File: config.mk
export PLATFORM = sky130hd
export DESIGN_NAME = positional_dither_offset
export DESIGN_NICKNAME = d
export VERILOG_FILES = /design/src/design/pdo_pkg.sv /design/src/design/pdo_lane.sv /design/src/design/pdo_merge.sv /design/src/design/positional_dither_offset.sv
export VERILOG_INCLUDE_DIRS = /design/src /design/src/design
export SDC_FILE = /design/constraint.sdc
export NUM_CORES = 1
export LEC_CHECK = 0
export BUFFER_PORTS_ARGS = -buffer_cell sky130_fd_sc_hd__buf_2
export CORE_ASPECT_RATIO = 0.8
export CORE_MARGIN = 2
export CORE_UTILIZATION = 65
export CTS_BUF_LIST = sky130_fd_sc_hd__clkbuf_8
export CTS_CLUSTER_DIAMETER = 40
export CTS_CLUSTER_SIZE = 40
export DETAILED_ROUTE_END_ITERATION = 10
export GPL_TIMING_DRIVEN = 0
export PLACE_DENSITY = 0.95
export SLEW_MARGIN = 20
export SYNTH_ARGS = -nofsm -noshare
export SYNTH_HDL_FRONTEND = slang
export SYNTH_SLANG_ARGS = --single-unit
File: constraint.sdc
create_clock -name i_clk -period 20.5 [get_ports i_clk]
set_input_delay 1.025 -clock i_clk [delete_from_list [all_inputs] [get_ports i_clk]]
set_output_delay 1.025 -clock i_clk [all_outputs]
set_load 0.02 [all_outputs]
File: src/design/positional_dither_offset_assert.svh
// Assertion macros shared by the dither offset block.
`ifndef POSITIONAL_DITHER_OFFSET_ASSERT_SVH
`define POSITIONAL_DITHER_OFFSET_ASSERT_SVH

// Same-cycle implication, ignored while reset is asserted.
`define PDO_ASSERT_SAME(lbl, clk, rst_n, ante, cons) \
    lbl: assert property (@(posedge clk) disable iff (!(rst_n)) (ante) |-> (cons)) \
        else $error("dither offset check failed");

// Next-cycle implication, ignored while reset is asserted.
`define PDO_ASSERT_NEXT(lbl, clk, rst_n, ante, cons) \
    lbl: assert property (@(posedge clk) disable iff (!(rst_n)) (ante) |=> (cons)) \
        else $error("dither offset check failed");

// Next-cycle implication that also covers the reset itself.
`define PDO_ASSERT_NEXT_ALWAYS(lbl, clk, ante, cons) \
    lbl: assert property (@(posedge clk) (ante) |=> (cons)) \
        else $error("dither offset reset check failed");

`endif

File: src/design/pdo_pkg.sv
// Package with types and constants of the positional dither offset block.
package pdo_pkg;

    localparam int unsigned DEF_MAX_CHANNELS = 4;
    localparam int unsigned NUM_OUT          = 4;
    localparam int unsigned CHAN_W           = 8;
    localparam int unsigned COORD_W          = 16;
    localparam int unsigned IN_DATA_W        = 2 * COORD_W + NUM_OUT * CHAN_W;
    localparam int unsigned OUT_DATA_W       = NUM_OUT * CHAN_W;
    localparam int unsigned CFG_DATA_W       = 3;
    localparam int unsigned CFG_IDX_W        = 1;

    // Register indexes of the configuration port.
    localparam logic [CFG_IDX_W-1:0] REG_CHANNELS_IN_USE = 1'b0;
    localparam logic [CFG_IDX_W-1:0] REG_MASK_MODE       = 1'b1;

    // Mask A constants.
    localparam int unsigned A_CHAN_MUL = 67;
    localparam logic [15:0] A_ROW_MUL  = 16'd236;
    localparam logic [15:0] A_MUL      = 16'd119;

    // Mask X constants.
    localparam int unsigned X_CHAN_MUL = 29;
    localparam logic [17:0] X_ROW_MUL  = 18'd149;
    localparam logic [19:0] X_MUL      = 20'd1234;

    typedef enum logic {
        MASK_ADD = 1'b0,
        MASK_XOR = 1'b1
    } t_mask_mode;

    typedef struct packed {
        logic [CFG_DATA_W-1:0] channels_in_use;
        t_mask_mode            mask_mode;
    } t_cfg;

    localparam logic [CFG_DATA_W-1:0] RST_CHANNELS_IN_USE = 3'd3;
    localparam t_mask_mode            RST_MASK_MODE       = MASK_XOR;

endpackage

File: src/design/pdo_lane.sv
// One channel lane: position-based dither offset, add and saturate.
module pdo_lane #(
    parameter int unsigned LANE = 0
) (
    input  logic [pdo_pkg::COORD_W-1:0] i_column,
    input  logic [pdo_pkg::COORD_W-1:0] i_row,
    input  logic [pdo_pkg::CHAN_W-1:0]  i_sample,
    input  pdo_pkg::t_mask_mode         i_mode,
    output logic [pdo_pkg::CHAN_W-1:0]  o_chan
);

    localparam logic [7:0] LANE_A = 8'((pdo_pkg::A_CHAN_MUL * LANE) % 256);
    localparam logic [8:0] LANE_X = 9'((pdo_pkg::X_CHAN_MUL * LANE) % 512);

    logic [15:0]       row_a_prod;
    logic [7:0]        sum_a;
    logic [15:0]       m_a_prod;
    logic signed [8:0] d_a;
    logic signed [8:0] adj_a;
    logic [17:0]       row_x_prod;
    logic [8:0]        col_x;
    logic [8:0]        mix_x;
    logic [19:0]       m_x_prod;
    logic signed [9:0] d_x;
    logic signed [9:0] adj_x;
    logic signed [5:0] off;
    logic signed [9:0] sum_v;

    always_comb begin
        // Mask A only needs the low byte of every term.
        row_a_prod = {8'd0, i_row[7:0]} * pdo_pkg::A_ROW_MUL;
        sum_a      = i_column[7:0] + LANE_A + row_a_prod[7:0];
        m_a_prod   = {8'd0, sum_a} * pdo_pkg::A_MUL;
        d_a        = $signed({1'b0, m_a_prod[7:0]}) - 9'sd128;
        adj_a      = d_a + (d_a[8] ? 9'sd3 : 9'sd0);

        // Mask X only needs the low nine bits of every term.
        row_x_prod = {9'd0, i_row[8:0]} * pdo_pkg::X_ROW_MUL;
        col_x      = i_column[8:0] + LANE_X;
        mix_x      = col_x ^ row_x_prod[8:0];
        m_x_prod   = {11'd0, mix_x} * pdo_pkg::X_MUL;
        d_x        = $signed({1'b0, m_x_prod[8:0]}) - 10'sd256;
        adj_x      = d_x + (d_x[9] ? 10'sd7 : 10'sd0);

        // The bias before the shift makes the division truncate toward zero.
        off = (i_mode == pdo_pkg::MASK_XOR) ? $signed(adj_x[8:3]) : $signed(adj_a[7:2]);

        sum_v = $signed({2'b00, i_sample}) + $signed({{4{off[5]}}, off});
        if (sum_v[9]) begin
            o_chan = '0;
        end else if (sum_v[8]) begin
            o_chan = '1;
        end else begin
            o_chan = sum_v[7:0];
        end
    end

endmodule

File: src/design/pdo_merge.sv
// Merge stage: masks unused lanes and holds the result item in the output register.
module pdo_merge #(
    parameter int unsigned MAX_CHANNELS = pdo_pkg::DEF_MAX_CHANNELS
) (
    input  logic                                          i_clk,
    input  logic                                          i_rst_n,
    input  logic [pdo_pkg::NUM_OUT-1:0][pdo_pkg::CHAN_W-1:0] i_lane,
    input  pdo_pkg::t_cfg                                 i_cfg,
    input  logic                                          i_valid,
    output logic                                          o_ready,
    output logic                                          o_valid,
    input  logic                                          i_ready,
    output logic [pdo_pkg::OUT_DATA_W-1:0]                o_data
);

    logic                                            r_valid;
    logic [pdo_pkg::NUM_OUT-1:0][pdo_pkg::CHAN_W-1:0] r_data;
    logic [pdo_pkg::NUM_OUT-1:0][pdo_pkg::CHAN_W-1:0] n_data;

    // A new item may enter when the output register is empty or when the held result leaves in the same cycle.
    assign o_ready = !r_valid || i_ready;
    assign o_valid = r_valid;
    assign o_data  = r_data;

    always_comb begin
        for (int c = 0; c < pdo_pkg::NUM_OUT; c++) begin
            if ((c < int'(i_cfg.channels_in_use)) && (c < int'(MAX_CHANNELS))) begin
                n_data[c] = i_lane[c];
            end else begin
                n_data[c] = '0;
            end
        end
    end

    always_ff @(posedge i_clk) begin
        if (!i_rst_n) begin
            r_valid <= 1'b0;
        end else if (o_ready) begin
            r_valid <= i_valid;
        end
    end

    always_ff @(posedge i_clk) begin
        if (i_valid && o_ready) begin
            r_data <= n_data;
        end
    end

endmodule

File: src/design/positional_dither_offset.sv
// Top level of the positional dither offset block.
//
// Input channel s_axis: one item per pixel with its column, row and four
// 8-bit channel samples. Output channel m_axis: one item per input item
// with the four dithered and saturated channels; channels at or beyond
// channels_in_use read as zero.
// Every channel runs in its own lane of constant multipliers, so a pixel is
// accepted every cycle while the receiver does not stall. The result is held
// in the output register from the cycle after the input item is accepted.
// When the receiver stalls, the output register holds its item and
// s_axis_tready drops until that item is taken; the result moves out and a
// new item moves in at the same edge when both sides are ready.
// Reset empties the output register and sets channels_in_use to 3 and
// mask_mode to the xor mask. Configuration writes through i_cfg_we,
// i_cfg_index and i_cfg_data take effect at the next edge; the user must
// make them while no item is in flight, and the block does not enforce this.
module positional_dither_offset #(
    parameter int unsigned MAX_CHANNELS = pdo_pkg::DEF_MAX_CHANNELS
) (
    input  logic                              i_clk,
    input  logic                              i_rst_n,
    input  logic                              s_axis_tvalid,
    output logic                              s_axis_tready,
    // column, row, chan_in_0, chan_in_1, chan_in_2, chan_in_3 (lowest bit up)
    input  logic [pdo_pkg::IN_DATA_W-1:0]     s_axis_tdata,
    output logic                              m_axis_tvalid,
    input  logic                              m_axis_tready,
    // chan_out_0, chan_out_1, chan_out_2, chan_out_3 (lowest bit up)
    output logic [pdo_pkg::OUT_DATA_W-1:0]    m_axis_tdata,
    input  logic                              i_cfg_we,
    input  logic [pdo_pkg::CFG_IDX_W-1:0]     i_cfg_index,
    input  logic [pdo_pkg::CFG_DATA_W-1:0]    i_cfg_data
);

    pdo_pkg::t_cfg                                    r_cfg;
    logic [pdo_pkg::COORD_W-1:0]                      column;
    logic [pdo_pkg::COORD_W-1:0]                      row;
    logic [pdo_pkg::NUM_OUT-1:0][pdo_pkg::CHAN_W-1:0] samples;
    logic [pdo_pkg::NUM_OUT-1:0][pdo_pkg::CHAN_W-1:0] lane_res;

    assign column  = s_axis_tdata[pdo_pkg::COORD_W-1:0];
    assign row     = s_axis_tdata[2*pdo_pkg::COORD_W-1:pdo_pkg::COORD_W];
    assign samples = s_axis_tdata[pdo_pkg::IN_DATA_W-1:2*pdo_pkg::COORD_W];

    always_ff @(posedge i_clk) begin
        if (!i_rst_n) begin
            r_cfg.channels_in_use <= pdo_pkg::RST_CHANNELS_IN_USE;
            r_cfg.mask_mode       <= pdo_pkg::RST_MASK_MODE;
        end else if (i_cfg_we) begin
            if (i_cfg_index == pdo_pkg::REG_CHANNELS_IN_USE) begin
                r_cfg.channels_in_use <= i_cfg_data;
            end else if (i_cfg_index == pdo_pkg::REG_MASK_MODE) begin
                r_cfg.mask_mode <= pdo_pkg::t_mask_mode'(i_cfg_data[0]);
            end
        end
    end

    for (genvar g = 0; g < pdo_pkg::NUM_OUT; g++) begin : g_lane
        if (g < MAX_CHANNELS) begin : g_used
            pdo_lane #(
                .LANE(g)
            ) u_lane (
                .i_column(column),
                .i_row   (row),
                .i_sample(samples[g]),
                .i_mode  (r_cfg.mask_mode),
                .o_chan  (lane_res[g])
            );
        end else begin : g_absent
            assign lane_res[g] = '0;
        end
    end

    pdo_merge #(
        .MAX_CHANNELS(MAX_CHANNELS)
    ) u_merge (
        .i_clk  (i_clk),
        .i_rst_n(i_rst_n),
        .i_lane (lane_res),
        .i_cfg  (r_cfg),
        .i_valid(s_axis_tvalid),
        .o_ready(s_axis_tready),
        .o_valid(m_axis_tvalid),
        .i_ready(m_axis_tready),
        .o_data (m_axis_tdata)
    );

`include "positional_dither_offset_assert.svh"

    // An accepted item always shows up in the output register.
    `PDO_ASSERT_NEXT(a_accept_gives_result, i_clk, i_rst_n, s_axis_tvalid && s_axis_tready, m_axis_tvalid)
    // A held result that is not taken blocks the input side.
    `PDO_ASSERT_SAME(a_stall_blocks_input, i_clk, i_rst_n, m_axis_tvalid && !m_axis_tready, !s_axis_tready)
    // Reset leaves the output channel empty.
    `PDO_ASSERT_NEXT_ALWAYS(a_reset_empties, i_clk, !i_rst_n, !m_axis_tvalid)

endmodule
==> run summary <==
Avg Vias per Cell: 5.90
First-pass GRT wire length: 38.2 mm
Die W: 139 µm
GRT Total Usage: 0.300
Final Critical Period: 10.43 ns
Routed length per instance: 17.6 µm
PortBufs: 90
Post-CTS Resized: 0
GRT Residual Overflow: 0
Hold_ws: 0.523 ns
Main synth FF type: edfxtp_1
Worst skew pair latency: 0.30 ns
Unrepaired setup endpoints after global routing: no
Pin count of the biggest net entering global routing: 33
Max-Cap Viols: 0
CP Class: input port to register
Most Frequent Cell on Critical Path: ha_1
Yosys top cell area share: 0.256
Hold crit path type: register to register
Ys async rst share: 0
Ports: 107
Starting Density: 0.664
Measured slew at the worst slew-check pin: 1.11 ns
Synth Warn #: 0
GP Congestion: 0.919
Clock Path Buffers: 2
Rows: 39
Slowest cell delay on critical path: 0.55 ns
Setup violators final: 0
Commonest non-fill, non-tap cells in the layout: inv_1 (196), ha_1 (194), xnor2_1 (124)
Crit-path max FO: 9
Dominant cell type by area after synthesis: ha_1
Clock Pin Slew Worst Setup and Hold Paths: 0.08 ns
Synth Net Count: 1,345
Post-CTS setup buffers: 0
CP Data Required Time: 20.53 ns
Status: complete, no violations
Core Region: 14,300 µm²
Synth cell types: 66
DP Area: 10,200 µm²
Period utilization: 0.509
Vert. Die Dim: 112 µm
CTS H-tree depth: 2
Worst slack at placement: 9.81 ns
Post-DP HPWL: 19.2 mm
#FFs+latches synth: 37
Hold-fix buffers at CTS: 0
CTS Buf Count: 5
Setup ws final: 10.07 ns
Syn_area_per_cell: 9.24 µm²
Final net count: 1,442
Slew margin rel.: 0.260
Cell Area, Synth: 9490 µm²
CP Capture Type: register
Total die area: 15,600 µm²
Setup TNS: 0 ns
ANT nets after route: 0
Top post-synthesis cells by area: ha_1 (26%), xnor2_1 (11%), fa_1 (11%)
Post-Layout Inst Area: 10,300 µm²
Initial antenna violation count: 0
Final Hold Fails: 0
Vias: 7,729
Share of layout cells above drive strength 1: 0.128
Pre-Repair DR Iteration Count: 5
Post-synthesis sequential area ratio: 0.112
Data arrival time of the worst path: 10.46 ns
CP max stage cell: fa_1
DRC viols: 0
Post-synth EDFFs: 32
Post-Syn Instances: 1,027
# diodes: 0
Clock Tree Root: clkbuf_8
Routed WL: 23.0 mm
Startpoint class of the critical path: input port
Area delta synth->final: 8.10%
Slew Viols, Final: 0
Max frequency: 95.8 MHz
Vias in the first global route: 8,212
Clk sinks: 37
CTS tree: built
Most common cell after layout, fill and taps aside: inv_1
First DRT Iteration DRCs: 660
Clock Skews: 0.00294 ns
## critical path: cells and delay by family
family                     cells  cell delay [ns]
adders and majority gates     12             4.47
AOI/OAI and AO/OA             11             2.12
xor gates and xnor gates       4             1.16
and+or+nand+nor                5             0.89
buffers and inverters          7             0.75
## synthesized netlist by cell type, types with 6 or more instances
| library cell | number |
|---|---|
| nor2b_1 | 13 |
| a211oi_1 | 17 |
| nand2b_1 | 10 |
| nor2_1 | 33 |
| a21oi_1 | 77 |
| edfxtp_1 | 32 |
| fa_1 | 51 |
| nand2_1 | 32 |
| a21o_1 | 16 |
| xnor2_1 | 124 |
| xor2_1 | 51 |
| o21ai_0 | 31 |
| inv_1 | 196 |
| ha_1 | 194 |
| xnor3_1 | 10 |
| and3_1 | 6 |
| nand3_1 | 18 |
| xnor2_2 | 7 |
| clkbuf_1 | 8 |
| mux2i_1 | 10 |
## kinds of logic (layout without fill, tap and decap cells)
| group | Yosys count | after routing | synth area share |
|---|---|---|---|
| adders and majority gates | 245 | 245 | 0.363 |
| buffers and inverters | 208 | 306 | 0.0835 |
| xor gates and xnor gates | 203 | 203 | 0.223 |
| AOI/OAI and AO/OA | 180 | 180 | 0.124 |
| and+or+nand+nor | 141 | 141 | 0.0773 |
| DFF | 37 | 37 | 0.112 |
| muxes | 13 | 13 | 0.0177 |
## state kept, by name (all words and copies together) (netlist names)
register	count
u_merge.o_valid	1
u_merge.o_data	32
r_cfg	4
## final timing paths
path | end | slack (ns) | depth (start not counted) | startpoint
setup / recovery | u_merge.o_data[25] | 10.07 | 39 | s_axis_tdata[18]
hold / removal | u_merge.o_valid | 0.52 | 2 | u_merge.o_valid
setup reg to reg | u_merge.o_data[25] | 16.22 | 16 | r_cfg[0]
hold reg to reg | u_merge.o_valid | 0.52 | 2 | u_merge.o_valid
## layer usage
layer	global-route usage	wire length, µm
met5	0	0
met1	0.354	9110
met3	0.0512	1570
met2	0.544	11300
met4	0.123	997
## stage by stage
step           utilization  std cells
5_1_grt              0.717       1309
6_report             0.717       1309
3_3_place_gp         0.711       1301
2_1_floorplan            -       1027
3_5_place_dp         0.711       1301
4_1_cts              0.717       1309
## cell type report
cell class,instances,area (µm²)
multi-input cells,782,7640
fillers,988,4040
flip-flops and latches,37,1060
inverters,196,736
repair buffers,90,450
well taps,184,230
clock buffers,5,68.8
plain buffers,12,56.3
clock inverters,3,17.5
Power is not shown: default switching activity piles up to over one toggle a cycle in this logic, so the estimate is an artifact.
